### src/ial_pkg.sv
// shared types and constants of the indexed array list
package ial_pkg;

	// field widths of the request and response items
	localparam int REQ_TYPE_W = 3;
	localparam int POSITION_W = 7;
	localparam int VALUE_W    = 32;
	localparam int STATUS_W   = 2;
	localparam int COUNT_W    = 7;

	typedef enum logic [REQ_TYPE_W-1:0] {
		REQ_APPEND      = 3'd0,
		REQ_INSERT      = 3'd1,
		REQ_REMOVE_AT   = 3'd2,
		REQ_READ_AT     = 3'd3,
		REQ_CLEAR       = 3'd4,
		REQ_READ_LAST   = 3'd5,
		REQ_REMOVE_LAST = 3'd6
	} req_t;

	typedef enum logic [STATUS_W-1:0] {
		ST_OK    = 2'd0,
		ST_RANGE = 2'd1,
		ST_FULL  = 2'd2,
		ST_EMPTY = 2'd3
	} status_t;

	// what every cell does in a cycle
	typedef enum logic [1:0] {
		SH_HOLD   = 2'd0,
		SH_INSERT = 2'd1,
		SH_REMOVE = 2'd2
	} shift_t;

endpackage

### src/ial_cell.sv
// one entry cell: holds an entry, shifts from its neighbors, drives its entry on a hit
module ial_cell import ial_pkg::*; #(
	parameter int IDX = 0,
	parameter int IW  = 6,
	parameter int EW  = 32
) (
	input  logic          clk,
	input  shift_t        mode,
	input  logic [IW-1:0] pos,
	input  logic [EW-1:0] wr_value,
	input  logic [EW-1:0] left_entry,
	input  logic [EW-1:0] right_entry,
	output logic [EW-1:0] entry,
	output logic [EW-1:0] rd_part
);

	localparam logic [IW-1:0] MY_IDX = IW'(IDX);

	logic [EW-1:0] entry_q;

	always_ff @(posedge clk) begin
		case (mode)
			SH_INSERT: begin
				if (MY_IDX == pos) begin
					entry_q <= wr_value;
				end else if (MY_IDX > pos) begin
					entry_q <= left_entry;
				end
			end
			SH_REMOVE: begin
				if (MY_IDX >= pos) begin
					entry_q <= right_entry;
				end
			end
			default: begin
			end
		endcase
	end

	assign entry   = entry_q;
	assign rd_part = (MY_IDX == pos) ? entry_q : '0;

endmodule

### config.mk
export PLATFORM = sky130hd
export DESIGN_NAME = ial_cell
export DESIGN_NICKNAME = d
export VERILOG_FILES = /design/src/ial_pkg.sv /design/src/ial_cell.sv
export SDC_FILE = /design/constraint.sdc
export NUM_CORES = 1
export LEC_CHECK = 0
export BUFFER_PORTS_ARGS = -buffer_cell sky130_fd_sc_hd__buf_4
export CORE_MARGIN = 1.5
export CORE_UTILIZATION = 42
export DETAILED_ROUTE_END_ITERATION = 16
export GPL_TIMING_DRIVEN = 1
export PLACE_DENSITY_LB_ADDON = 0.08
export SLEW_MARGIN = 25
export SYNTH_ARGS = -nofsm -noshare
export SYNTH_HDL_FRONTEND = slang
export SYNTH_SLANG_ARGS = --single-unit
### constraint.sdc
create_clock -name clk -period 6.2 [get_ports clk]
set_clock_uncertainty 0.2 [all_clocks]
set_input_delay 0.93 -clock clk [delete_from_list [all_inputs] [get_ports clk]]
set_output_delay 0.93 -clock clk [all_outputs]
set_load 0.005 [all_outputs]
==> flow_summary.toml <==
[status]
status = "complete, no violations"

[die]
start_util = 0.4325
io_pins = 169
dieArea_mm2 = 0.005258
rows = 25
core_area_mm2 = 0.004692
die_x_um = 72.51
die_y_um = 72.51

[detailed_routing]
drtAntennaViolNets = 0
drt-pass1-iter-count = 4
first_iter_violations = 198
drt-total-wl_um = 6859
post_drt_wl_per_cell_um = 15.73
vias_per_cell = 5.479
num_vias = 2389
route.detailed.drc = 0

[logic_synthesis]
yosysTopAreaCell = "edfxtp_1"
synthTopCellsByArea = "edfxtp_1, a31oi_1, and3_1"
netlist_area_mm2 = 0.002029
ys_seq_area_frac = 0.4735
synth_fp_nets = 329
synth-warning-count = 0
syn_inst = 224
synth_seq_cells = 32
syn_area_per_cell_um2 = 9.060
ys_types = 18
yosysTopAreaCellShare = 0.4735

[min_path]
hold_path_end = "entry[27]$_DFFE_PP_"
hp-class = "input port to flop"
worstHoldStart = "right_entry[27]"
whs_path_depth = 3

[setup_path]
end_kind = "output port"
cp_data_arrival_time_ns = 2.36
start_kind = "input port"
path_max_fanout = 43
path_class = "input port to output port"
crit_required_ns = 5.07

[sta]
setup_viol = 0
setup_tns_ns = 0
max-slew-margin-rel = 0.4566
maxSlewViolCount = 0
hold_viol = 0
fin_crit_sh = 0.5636
setup_ws_ns = 2.706
period_minus_slack_ns = 3.494
fmax_mhz = 286.2
tightest_slew_ns = 0.8131
rsz0062_at_grt = "false"

[clocking]
cts_root_buf = "clkbuf_8"
htree_levels = 2
cts_inserted_buffers = 5
cts_setup_buffers = 0
path_clk_slew_ns = 0.06
cts_sinks = 32
cts_buffer_depth = 2
cts_hold_buf = 0
ctsResizeCount = 0
cts_tree = "done"

[cells_and_area]
largest_reg_flops = 32
regArea_um2 = 960.9
drive_gt1_frac = 0.4843
final_util = 0.7131
n_fill_cell = 396
num-nets-final = 486
multiInputGateArea_um2 = 930.9
fin_area_mm2 = 0.003346
area_delta_synth_final_pct = 64.86
antennaDiodeCount = 0

[grt]
grt.total_usage = 0.2496
antenna_found_initial = 0
grt_max_degree = 44
grt_pass1_wl_um = 10230
grt_pass1_vias = 2166
grt_remaining_overflow = 0

[placement]
io_buffers = 168
gp_congestion = 0.8396
placed_area_mm2 = 0.003259
dp_slack_ns = 2.527
place_hpwl_um = 5004

[pwr]
power.density_mw_per_mm2 = 148.4
peakVddDrop_mv = 0.09322
leakage_nw = 1.591

[flow_run]
cap_violations = 0
through the flow:
step	power, W	hold WS (ns)	cells
global route	0.0005173	0.7895	436
floorplan	0.0002913	0.9599	224
finish	0.0004964	0.7783	436
CTS	0.0004988	0.7703	436
global placement	0.0003516	1.054	428
detailed placement	0.0003535	1.054	428
logic make-up after synthesis:
| family | after synthesis | share of synthesized area |
|---|---|---|
| AND/OR/NAND/NOR | 71 | 0.1874 |
| flip-flops | 32 | 0.4735 |
| AO/OA/AOI/OAI | 96 | 0.2565 |
| buffers and inverters | 24 | 0.07830 |
| XOR/XNOR | 1 | 0.004316 |
layout make-up:
type                    instances  area share
clock buffers                   7     0.02281
clock inverters                 1    0.001122
multi-input cells             168      0.2782
flip-flops and latches         32      0.2872
well taps                      54     0.02019
repair buffers                174      0.3904
report_power, final:
part / switching, W / total (W) / leakage (nW) / internal [W]
registers: 0.000000823 / 0.000243 / 0.295 / 0.000242
clock network: 0.0000686 / 0.000147 / 0.0399 / 0.0000780
logic: 0.0000461 / 0.000107 / 1.26 / 0.0000610
total: 0.000115 / 0.000496 / 1.59 / 0.000381
synth_stat cells:
library cell and instances:
edfxtp_1 32, o21ai_0 21, buf_6 8, clkbuf_2 3
a31oi_1 32, nor2_1 33, or4_4 1, and3_1 32
or2_2 1, o21ai_1 11, nor2b_1 1, nor4_4 1
clkbuf_1 9, nor3_1 1, nand2b_1 1, buf_2 4
a21oi_1 32, xnor2_1 1
cells in the final DEF, fill, tap and decap left out, drive strengths merged, types with 7 or more instances in the layout:
master  netlist  final
clkbuf       12      7
and3         32     32
o21ai        32     32
buf          12    174
a31oi        32     32
a21oi        32     32
nor2         33     33
edfxtp       32     32
critical path, stage by stage:
cell and delay (ns):
buf_4 0.12, nor2_4 0.64, buf_4 0.37, and3_1 0.19
buf_4 0.11
how the worst max path moves through the flow:
stage	from	end	cells after the start
finish	pos[1]	rd_part[1]	5
CTS	pos[1]	rd_part[22]	5
detailed placement	pos[3]	entry[1]$_DFFE_PP_	4
global placement	pos[3]	entry[7]$_DFFE_PP_	4
floorplan	pos[3]	entry[0]$_DFFE_PP_	3
global route	pos[1]	rd_part[2]	5
metal layers:
layer | vias to the layer above | GRT usage | part of all wire
met3 | 13 | 0.05000 | 0.091
met4 | 0 | 0.09015 | 0.020
met2 | 140 | 0.4434 | 0.52
li1 | 1164 | - | -
met1 | 1072 | 0.2998 | 0.37
met5 | - | 0 | 0
Power figures use the tool's default switching activity.
